<file path="config.mk">
export PLATFORM = sky130hd
export DESIGN_NAME = ece_bounce
export DESIGN_NICKNAME = d
export VERILOG_FILES = /design/src/rtl/ece_pkg.sv /design/src/rtl/ece_bounce.sv
export SDC_FILE = /design/constraint.sdc
export NUM_CORES = 1
export LEC_CHECK = 0
export BUFFER_PORTS_ARGS = -buffer_cell sky130_fd_sc_hd__buf_2
export CELL_PAD_IN_SITES_DETAIL_PLACEMENT = 1
export CELL_PAD_IN_SITES_GLOBAL_PLACEMENT = 1
export CORE_ASPECT_RATIO = 1.75
export CORE_UTILIZATION = 45
export DETAILED_ROUTE_END_ITERATION = 10
export PLACE_DENSITY_LB_ADDON = 0.1
export SYNTH_ARGS = -nofsm -noshare
export SYNTH_HDL_FRONTEND = slang
export SYNTH_SLANG_ARGS = --single-unit
</file>
<file path="constraint.sdc">
create_clock -name clk -period 7.5 [get_ports clk]
set_clock_uncertainty 0.2 [all_clocks]
set_input_delay 1.5 -clock clk [delete_from_list [all_inputs] [get_ports clk]]
set_output_delay 1.5 -clock clk [all_outputs]
set_load 0.02 [all_outputs]
</file>
<file path="src/rtl/ece_pkg.sv">
`timescale 1ns / 1ps
package ece_pkg;

	localparam int FRAC_BITS      = 16;
	localparam int EXP_TABLE_BITS = 8;
	localparam int Q30            = 30;
	localparam int IN_W           = FRAC_BITS + 4;
	localparam int OUT_W          = FRAC_BITS + 2;
	localparam int PW             = FRAC_BITS + 8;
	localparam int SW             = PW + 1;
	localparam int EXP_SIZE       = 1 << EXP_TABLE_BITS;
	localparam int EXP_IDX_W      = EXP_TABLE_BITS + 1;
	localparam int EXP_ENT_W      = Q30 + 2;

	typedef logic [PW-1:0]        ece_pw_t;
	typedef logic signed [SW-1:0] ece_sval_t;

	localparam ece_pw_t ONE = ece_pw_t'(1) << FRAC_BITS;
	localparam ece_pw_t BACK_C1 = PW'((64'd170158 * (64'd1 << FRAC_BITS) + 64'd50000)
		/ 64'd100000);
	localparam ece_pw_t BACK_C3 = BACK_C1 + ONE;

	typedef enum logic [3:0] {
		KIND_LINEAR,
		KIND_CUBIC_IN,
		KIND_CUBIC_OUT,
		KIND_CUBIC_INOUT,
		KIND_QUINT_IN,
		KIND_QUINT_OUT,
		KIND_QUINT_INOUT,
		KIND_EXPO_IN,
		KIND_EXPO_OUT,
		KIND_EXPO_INOUT,
		KIND_BACK_IN,
		KIND_BACK_OUT,
		KIND_BACK_INOUT,
		KIND_BOUNCE_IN,
		KIND_BOUNCE_OUT,
		KIND_BOUNCE_INOUT
	} ece_kind_t;

	typedef enum logic [1:0] {
		BNC_LOW,
		BNC_MID,
		BNC_HIGH,
		BNC_TAIL
	} ece_bnc_t;

	typedef struct packed {
		ece_kind_t            kind;
		logic                 low;
		logic                 t_zero;
		logic                 t_one;
		logic [FRAC_BITS:0]   t;
	} ece_ctrl_t;

	typedef struct packed {
		logic s2;
		logic s3;
		logic s4;
		logic s5;
	} ece_adv_t;

	typedef logic [EXP_ENT_W-1:0] exp_ent_t;
	typedef exp_ent_t exp_tab_t [0:EXP_SIZE];

	// Fixed-point product with round half up on nonnegative operands.
	function automatic ece_pw_t mulq(input ece_pw_t a, input ece_pw_t b);
		logic [2*PW-1:0] p;
		begin
			p = (2*PW)'(a) * (2*PW)'(b) + ((2*PW)'(1) << (FRAC_BITS - 1));
			return p[FRAC_BITS+PW-1:FRAC_BITS];
		end
	endfunction

	// Halving with round half away from zero.
	function automatic ece_sval_t halve(input ece_sval_t v);
		ece_sval_t n;
		begin
			n = -v;
			if (!v[SW-1])
				return (v + ece_sval_t'(1)) >>> 1;
			return -((n + ece_sval_t'(1)) >>> 1);
		end
	endfunction

	function automatic logic [63:0] isqrt64(input logic [63:0] n_in);
		logic [63:0] n;
		logic [63:0] res;
		logic [63:0] bit_v;
		begin
			n = n_in;
			res = 64'd0;
			bit_v = 64'd1 << 62;
			for (int i = 0; i < 32; i++) begin
				if (n >= res + bit_v) begin
					n = n - (res + bit_v);
					res = (res >> 1) + bit_v;
				end else begin
					res = res >> 1;
				end
				bit_v = bit_v >> 2;
			end
			return res;
		end
	endfunction

	// Table of 2^(k/2^EXP_TABLE_BITS) in Q30, built from repeated square roots of 2.
	function automatic exp_tab_t exp_table();
		exp_tab_t tab;
		logic [63:0] roots [0:EXP_TABLE_BITS];
		logic [63:0] e;
		begin
			roots[0] = 64'd2 << Q30;
			for (int j = 1; j <= EXP_TABLE_BITS; j++)
				roots[j] = isqrt64(roots[j-1] << Q30);
			for (int k = 0; k < EXP_SIZE; k++) begin
				e = 64'd1 << Q30;
				for (int j = 1; j <= EXP_TABLE_BITS; j++) begin
					if (((k >> (EXP_TABLE_BITS - j)) & 1) != 0)
						e = (e * roots[j] + (64'd1 << (Q30 - 1))) >> Q30;
				end
				tab[k] = EXP_ENT_W'(e);
			end
			tab[EXP_SIZE] = EXP_ENT_W'(64'd2 << Q30);
			return tab;
		end
	endfunction

	localparam exp_tab_t EXP_TAB = exp_table();

endpackage

</file>
<file path="src/rtl/ece_bounce.sv">
`timescale 1ns / 1ps
module ece_bounce (
	input  logic                          clk,
	input  ece_pkg::ece_adv_t             adv,
	input  logic [ece_pkg::FRAC_BITS:0]   x_s1,
	output logic [ece_pkg::OUT_W-1:0]     bo_s5
);
	import ece_pkg::*;

	localparam int XW = FRAC_BITS + 5;
	localparam int DW = FRAC_BITS + 8;

	logic [XW-1:0]         x11;
	logic signed [DW-1:0]  d;
	ece_bnc_t              br;
	logic [2*DW-1:0]       sq;
	logic [2*DW-1:0]       sq_n, sq_t;
	logic [OUT_W-1:0]      sq_r;
	logic [OUT_W-1:0]      ofs;

	logic signed [DW-1:0]  d_s2;
	ece_bnc_t              br_s2, br_s3;
	logic [OUT_W-1:0]      sq_s3;
	logic [OUT_W-1:0]      bo_s4;

	always_comb begin
		x11 = (XW'(x_s1) << 3) + (XW'(x_s1) << 1) + XW'(x_s1);
		priority if (x11 < XW'(4 * ONE)) begin
			br = BNC_LOW;
			d  = $signed(DW'(x11));
		end else if (x11 < XW'(8 * ONE)) begin
			br = BNC_MID;
			d  = $signed(DW'(x11)) - $signed(DW'(6 * ONE));
		end else if (x11 < XW'(10 * ONE)) begin
			br = BNC_HIGH;
			d  = $signed(DW'(x11)) - $signed(DW'(9 * ONE));
		end else begin
			br = BNC_TAIL;
			d  = $signed(DW'(x11) << 1) - $signed(DW'(21 * ONE));
		end
	end

	always_comb begin
		sq   = $unsigned((2*DW)'(d_s2) * (2*DW)'(d_s2));
		sq_n = (sq + ((2*DW)'(1) << (FRAC_BITS + 3))) >> (FRAC_BITS + 4);
		sq_t = (sq + ((2*DW)'(1) << (FRAC_BITS + 5))) >> (FRAC_BITS + 6);
		sq_r = (br_s2 == BNC_TAIL) ? sq_t[OUT_W-1:0] : sq_n[OUT_W-1:0];
	end

	always_comb begin
		unique case (br_s3)
			BNC_LOW:  ofs = '0;
			BNC_MID:  ofs = OUT_W'(3 * (ONE >> 2));
			BNC_HIGH: ofs = OUT_W'(15 * (ONE >> 4));
			BNC_TAIL: ofs = OUT_W'(63 * (ONE >> 6));
			default:  ofs = '0;
		endcase
	end

	always_ff @(posedge clk) begin
		if (adv.s2) begin
			d_s2  <= d;
			br_s2 <= br;
		end
		if (adv.s3) begin
			sq_s3 <= sq_r;
			br_s3 <= br_s2;
		end
		if (adv.s4)
			bo_s4 <= sq_s3 + ofs;
		if (adv.s5)
			bo_s5 <= bo_s4;
	end

endmodule

</file>
==> impl_metrics.tcl, run 1 <==
set metrics [dict create \
    fp.dieH_um 287 \
    layout.cells.non_filler 3057 \
    ys_ff_latch 81 \
    path_common_cell "fa_1" \
    maxCapViolCount 0 \
    grt_pass1_wl_mm 96.0 \
    use_met2_pct 57.5 \
    status "complete, but fails checks" \
    synth-edff-count 81 \
    synth_ff_type "edfxtp_1" \
    hold_class "flop to flop" \
    ios 40 \
    wire_per_inst_um 19.7 \
    ctsRootBufferMaster "clkbuf_16" \
    slew_viol_final 0 \
    diodes 0 \
    rsz0062_at_grt "true" \
    overflow 0 \
    grt_antenna_before_repair 0 \
    cts_buffers 9 \
    synth-async-reset-ratio_pct 0 \
    fp-row-count 104 \
    clock_sinks 81 \
    crit_family "adder cells" \
    cp_max_fo 5 \
    end_kind "flop" \
    synth_top_cell_area_share_pct 45.6 \
    yosysTopAreaCell "fa_1" \
    ys_warn_count 0 \
    path_clk_slew_ns 0.07 \
    synth_top_cells_by_area "fa_1, edfxtp_1, inv_1" \
    mostFrequentLayoutCells "inv_1, fa_1, buf_4, nand2_1, ha_1" \
    dpl.hpwl_mm 51.8 \
    vias_per_cell 5.08 \
    drc_errors 0 \
    violations "setup timing" \
    fin_crit_sh_pct 105 \
    ys_seq_area_share_pct 11.6 \
    crit_type "flop to flop" \
    max_stage_delay_ns 0.56 \
    final_nets 3131 \
    fmax_ghz 0.127 \
    syn_inst 2114 \
    fin_util_pct 56.4 \
    crit_arrival_ns 7.77 \
    grtUsageMet3_pct 1.82 \
    ant_nets 0 \
    cp_slowest_cell "fa_1" \
    finalHoldViolCount 0 \
    setup_slack_ns -0.348 \
    startpoint_type "flop" \
    syn_nets 2776 \
    clock_latency_ns 0.37 \
    cts_tree "built" \
    yosysUniqueCellTypes 72 \
    cts_max_level 3 \
    final_common_cell "inv_1" \
    dr.pass1.iters 4 \
    synth_area_um2 20900 \
    cp_num_buf_inv 11 \
    top_usage_layer "met2" \
    die_area_um2 47400 \
    worst_pin_slew_ns 0.702 \
    die_w_um 165 \
    worstPathRequired_ns 7.42 \
    postCtsHoldBufs 0 \
    fin_crit_ns 7.85 \
    numPortBuffers 39 \
    setup_violations 12 \
    avgSynthCellArea_um2 9.90 \
    drt_iter0_markers 340 \
    core_um2 45900 \
    vias 15500 \
    grt_util_met1_pct 24.2 \
    initial_utilization_pct 45.6 \
    grt_max_degree 28 \
    dp.cells 2975 \
    relSlewSlack_pct 53.2 \
    grt_usage_pct 27.1 \
    synthToLayoutAreaGrowth_pct 23.7 \
    gp_congestion 0.854 \
    drive_above_1_share_pct 25.7 \
    grt_pass1_vias 18900 \
    routed_wl_mm 60.1 \
    clock_path_buffers 2 \
]
-- worst reg2reg max path, delay by kind of cell, from the launching register on --
| kind | cells | cell delay [ns] |
|---|---|---|
| XOR/XNOR | 2 | 0.23 |
| AND/OR/NAND/NOR | 5 | 0.70 |
| buffers and inverters | 11 | 1.25 |
| adder cells (fa/ha/maj) | 8 | 3.82 |
| flip-flops | 1 | 0.47 |
| AO/OA/AOI/OAI | 5 | 0.94 |
-- cell usage after synthesis, types with 12 or more instances --
| master | n |
|---|---|
| and2_1 | 110 |
| edfxtp_1 | 81 |
| xor2_1 | 19 |
| ha_1 | 163 |
| nor2_1 | 64 |
| a21o_1 | 26 |
| mux2_2 | 15 |
| nor3_1 | 19 |
| inv_1 | 592 |
| a21oi_1 | 61 |
| nand2_1 | 186 |
| nor2b_1 | 22 |
| clkbuf_1 | 56 |
| fa_1 | 477 |
| o21ai_0 | 28 |
| nand3_1 | 12 |
| xnor2_1 | 58 |
-- routing by layer --
metal / vias to the layer above / share of wire (%)
met3: 151 / 1.5
met4: 0 / 5.8
li1: 7004 / -
met1: 8156 / 31
met2: 228 / 62
met5: - / 0
-- state kept, by name, summed over array words and instances, names as in the netlist --
name and cells:
bo_s4 18, bo_s5 18, br_s2 2, br_s3 2, d_s2 23, sq_s3 18
-- cell families (layout without fill, tap and decap cells) --
group                      after synthesis  after routing  share of synthesized area [%]
buffers and inverters                  655           1015                           11.8
DFF                                     81             81                           11.6
xor gates and xnor gates                78             78                           3.30
AOI/OAI and AO/OA                      176            176                           5.86
muxes                                   27             27                           1.39
and+or+nand+nor                        457            457                           10.7
adders and majority gates              640            640                           55.4
-- cell type report --
class                      instances  area [µm²]
timing repair buffer             406        3260
inverter                         593        2230
clock inverter                     7         130
tap                              583         729
multi-input combinational       1378       16900
fill                            5127       20000
clock buffer                       9         225
sequential                        81        2430
-- worst paths after layout --
check,from,end,slack [ns],cells after the start
worst max-delay path,d_s2[1]$_DFFE_PP_,sq_s3[17]$_DFFE_PP_,-0.35,31
worst max register to register,d_s2[1]$_DFFE_PP_,sq_s3[17]$_DFFE_PP_,-0.35,31
worst min-delay path,bo_s4[14]$_DFFE_PP_,bo_s5[14]$_DFFE_PP_,0.22,0
worst min register to register,bo_s4[14]$_DFFE_PP_,bo_s5[14]$_DFFE_PP_,0.22,0
-- per-stage QoR --
step / hold slack, ns / cell area [µm²] / setup WS [ns] / TNS (ns)
after floorplan: 0.200 / 21100 / -0.0515 / -0.0515
after global placement: 0.201 / 24000 / -0.405 / -3.61
final: 0.216 / 25900 / -0.348 / -2.81
after global routing: 0.221 / 25900 / -0.589 / -5.76
after CTS: 0.220 / 25400 / -0.168 / -1.13
after detailed placement: 0.206 / 24000 / -0.519 / -4.92
-- repair_timing --
item                                    CTS  global route
endpoints found under the setup margin   15            15
setup buffers                            43            28
cloned                                    0             0
resized for setup                       157           120
pin swaps                                96            71
Power of run 1 is left out: the tool's default activity adds up to more than one toggle a clock period on the data nets, which glitch-free logic cannot reach.
==> inputs of run 2 (changes only) <==
Settings changed: ABC_AREA from default to 1.
==> impl_metrics.tcl, run 2 <==
set metrics [dict create \
    maxCapViolCount 0 \
    clock_path_buffers 2 \
    gp_congestion 0.949 \
    synth_ff_type "edfxtp_1" \
    synthXorXnorAreaFrac_pct 2.19 \
    rrSetupSlack_ns 0.02 \
    slew_viol_final 0 \
    grt_max_degree 32 \
    postCtsHoldBufs 0 \
    cts_max_level 3 \
    synth.mux.area_fraction_pct 0 \
    rsz0062_at_grt "true" \
    relSlewSlack_pct 29.3 \
    yosysTopAreaCell "fa_1" \
    largest_reg_flops 23 \
    ant_nets 0 \
    fin_crit_sh_pct 99.8 \
    worst_pin_slew_ns 1.06 \
    die_w_um 171 \
    cp_max_fo 9 \
    synth-edff-count 81 \
    setup_slack_ns 0.0171 \
    worstPathRequired_ns 7.41 \
    fmax_ghz 0.134 \
    grt_pass1_wl_mm 114 \
    cts_buffers 9 \
    grt_pass1_vias 21700 \
    top_usage_layer "met2" \
    yosysUniqueCellTypes 41 \
    fp-row-count 107 \
    path_common_cell "fa_1" \
    ios 40 \
    fin_crit_ns 7.48 \
    grtUsageMet3_pct 2.08 \
    path_clk_slew_ns 0.07 \
    ys_seq_area_share_pct 10.8 \
    final-seq-area_um2 2430 \
    ctsRootBufferMaster "clkbuf_16" \
    use_met2_pct 59.9 \
    die_area_um2 50800 \
    cp_slowest_cell "fa_1" \
    diodes 0 \
    hold_class "flop to flop" \
    startpoint_type "flop" \
    ys_ff_latch 81 \
    dpl_worst_slack_ns -0.335 \
    setup_violations 0 \
    status "complete, no violations" \
    fp.dieH_um 297 \
    dpl.hpwl_mm 62.1 \
    grt_antenna_before_repair 0 \
    final_nets 3643 \
    synthAdderAreaFrac_pct 51.7 \
    syn_inst 2705 \
    crit_arrival_ns 7.39 \
    synth_top_cells_by_area "fa_1, inv_1, edfxtp_1" \
    synth_commonest_cells "inv_1, nand2_1, fa_1" \
    synth_top_cell_area_share_pct 42.6 \
    core_um2 49000 \
    finalHoldViolCount 0 \
    final_common_cell "inv_1" \
    ys_warn_count 0 \
    clock_sinks 81 \
    synth_compound_area_share_pct 2.59 \
    vias 18500 \
    max_stage_delay_ns 0.57 \
    initial_utilization_pct 45.8 \
    vias_per_cell 5.07 \
    grt_usage_pct 30.3 \
    post-synth-top-count-cell "inv_1" \
    wire_per_inst_um 21.1 \
    fin_util_pct 55.6 \
    overflow 0 \
    numPortBuffers 39 \
    drive_above_1_share_pct 21.7 \
    avgSynthCellArea_um2 8.29 \
    largest-register "d_s2" \
    cts_tree "built" \
    synth_top_family_by_area "adder cells" \
    clock_latency_ns 0.36 \
    synth-simple-area-share_pct 17.7 \
    dr.pass1.iters 5 \
    routed_wl_mm 76.7 \
    synth_area_um2 22400 \
    crit_type "flop to flop" \
    synth-async-reset-ratio_pct 0 \
    synthToLayoutAreaGrowth_pct 21.5 \
    multi_input_area_um2 17700 \
    end_kind "flop" \
    fillCellCount 5857 \
    mostFrequentLayoutCells "inv_1, nand2_1, fa_1, buf_4, ha_1" \
    drt_iter0_markers 574 \
    syn_nets 3367 \
    grt_util_met1_pct 29.1 \
    drc_errors 0 \
    fin_setup_tns_ns 0 \
]
-- run 2: cells by family (layout without fill, tap and decap cells) --
group           Yosys count  in the layout
fa+ha+maj               640            640
flops                    81             81
simple gates            939            939
buf+inv                 888           1169
xor+xnor                 56             56
compound gates          101            101
-- run 2: critical path, delay by kind of cell (launching register included) --
kind,cells,cell delay [ns]
AND/OR/NAND/NOR,9,0.86
flip-flops,1,0.41
adder cells (fa/ha/maj),9,4.12
AO/OA/AOI/OAI,2,0.30
XOR/XNOR,1,0.14
buffers and inverters,15,1.21
-- run 2: repair_timing --
item | CTS | global route
gates cloned | 3 | 4
resized for setup | 47 | 284
setup buffers | 32 | 52
setup endpoints to repair | 16 | 17
pin swaps | 20 | 144
-- run 2: final cells by class --
type                            count  area share (%)
Multi-Input combinational cell   1736            64.9
Tap cell                          654            3.00
Clock buffer                        9           0.826
Sequential cell                    81            8.92
Clock inverter                      7           0.317
Inverter                          831            11.4
Timing Repair Buffer              322            10.6
-- run 2: per-layer routing --
layer	vias up	wire length, µm
met5	-	0
met4	0	6690
met3	276	2350
met2	473	43400
met1	9373	24200
li1	8337	-
-- run 2: final timing paths --
| path | start | endpoint | cells past startpoint |
|---|---|---|---|
| max | d_s2[8]$_DFFE_PP_ | sq_s3[13]$_DFFE_PP_ | 36 |
| min | bo_s4[17]$_DFFE_PP_ | bo_s5[17]$_DFFE_PP_ | 0 |
| max reg2reg | d_s2[8]$_DFFE_PP_ | sq_s3[13]$_DFFE_PP_ | 36 |
| min reg2reg | bo_s4[17]$_DFFE_PP_ | bo_s5[17]$_DFFE_PP_ | 0 |
-- run 2: metrics by stage --
step                hold slack [ns]  std cells  cell area [µm²]
floorplan                     0.200       2705            22400
global placement              0.201       3533            24900
detailed placement            0.207       3533            24900
CTS                           0.212       3584            25700
global route                  0.216       3640            27300
finish                        0.210       3640            27300
Power of run 2 is left out for the same reason.
==> inputs of run 3 (changes only) <==
Settings changed: CORE_ASPECT_RATIO 1.75 to default.
Clock period 7.5 ns to 8.25 ns, I/O delays scaled along.
==> impl_metrics.tcl, run 3 (synthesized netlist as in run 2, its figures left out) <==
set metrics [dict create \
    status "complete, no violations" \
    hold_depth 0 \
    maxCapViolCount 0 \
    fin_crit_sh_pct 95.6 \
    fin_setup_tns_ns 0 \
    cts_tree "built" \
    grt_max_degree 32 \
    finalHoldViolCount 0 \
    die_w_um 225 \
    hold_class "flop to flop" \
    gp_congestion 0.859 \
    ios 40 \
    top_usage_layer "met2" \
    ant_nets 0 \
    crit_arrival_ns 7.80 \
    dr.pass1.iters 5 \
    fmax_ghz 0.127 \
    fp.dieH_um 225 \
    overflow 0 \
    drive_above_1_share_pct 8.71 \
    fillCellCount 6009 \
    final_nets 3483 \
    wire_per_inst_um 19.1 \
    slew_viol_final 0 \
    startpoint_type "flop" \
    grt_usage_pct 28.2 \
    final_common_cell "inv_1" \
    fin_util_pct 50.1 \
    drc_errors 0 \
    worstPathRequired_ns 8.16 \
    rsz0062_at_grt "false" \
    clock_latency_ns 0.36 \
    worst_pin_slew_ns 0.741 \
    grt_pass1_vias 20300 \
    clock_sinks 81 \
    largest-register "d_s2" \
    core_um2 49100 \
    synthToLayoutAreaGrowth_pct 9.64 \
    grt_antenna_before_repair 1 \
    grtUsageMet3_pct 2.50 \
    initial_utilization_pct 45.7 \
    cts_max_level 3 \
    end_kind "flop" \
    path_common_cell "inv_1" \
    r2r_cells 34 \
    cp_slowest_cell "edfxtp_1" \
    cp_max_fo 8 \
    clock_path_buffers 2 \
    use_met2_pct 51.5 \
    crit_type "flop to flop" \
    fp-row-count 81 \
    largest_reg_flops 23 \
    ctsRootBufferMaster "clkbuf_16" \
    fin_crit_ns 7.88 \
    dpl.hpwl_mm 57.7 \
    max_stage_delay_ns 0.65 \
    path_clk_slew_ns 0.07 \
    relSlewSlack_pct 50.4 \
    numPortBuffers 39 \
    routed_wl_mm 66.8 \
    grt_util_met1_pct 34.6 \
    cts_buffers 9 \
    diodes 0 \
    grt_pass1_wl_mm 109 \
    setup_violations 0 \
    mostFrequentLayoutCells "inv_1, nand2_1, fa_1, ha_1, nand3_1" \
    vias_per_cell 4.92 \
    vias 17200 \
    drt_iter0_markers 637 \
    die_area_um2 50700 \
]
## run 3: changes by cell type in the layout (fill, tap and decap cells not counted), moves of 21 or more
cell     delta
buf_4     -115
nor2_1     +32
nand2_2    -69
buf_6      -21
inv_1      +31
fa_1       +28
fa_2       -28
inv_2      -32
nand2_1    +84
## run 3: stage by stage
step	area [µm²]	instances	hold slack, ns	setup slack (ns)
2_1_floorplan	22400	2705	0.200	1.08
6_report	24600	3489	0.216	0.366
5_1_grt	24600	3489	0.227	0.0103
3_5_place_dp	23800	3433	0.205	-0.0601
3_3_place_gp	23800	3433	0.202	0.158
4_1_cts	24200	3458	0.214	0.0238
## run 3: routing by layer
layer  share of wire, %  wire length (µm)
met5              0.015                10
met4                4.2              2810
met3                3.0              1990
met2                 51             34200
met1                 42             27700
## run 3: what timing repair did
item,in CTS,in global routing
setup endpoints to repair,1,11
setup buffers,10,31
hold buffers,0,0
resized for setup,0,6
## run 3: worst paths after layout
kind,end,startpoint,slack [ns]
setup / recovery,sq_s3[17]$_DFFE_PP_,d_s2[20]$_DFFE_PP_,0.37
hold / removal,bo_s4[6]$_DFFE_PP_,sq_s3[6]$_DFFE_PP_,0.22
setup reg to reg,sq_s3[17]$_DFFE_PP_,d_s2[20]$_DFFE_PP_,0.37
hold reg to reg,bo_s4[6]$_DFFE_PP_,sq_s3[6]$_DFFE_PP_,0.22
## run 3: worst max-delay path: cells and delay by family, from the launching register on
family                     cells  cell delay (ns)
adders and majority gates      9             4.12
and+or+nand+nor               16             2.09
DFF                            1             0.65
buffers and inverters          9             0.57
## run 3: final cells by class
| class | instances | area [µm²] | share of cell area (%) |
|---|---|---|---|
| clock buffer | 10 | 229 | 0.931 |
| clock inverter | 5 | 55.1 | 0.224 |
| inverter | 831 | 3120 | 12.7 |
| multi-input combinational | 1736 | 16600 | 67.7 |
| sequential | 81 | 2430 | 9.89 |
| tap | 664 | 831 | 3.38 |
| timing repair buffer | 162 | 1280 | 5.19 |
Power of run 3 is left out for the same reason.
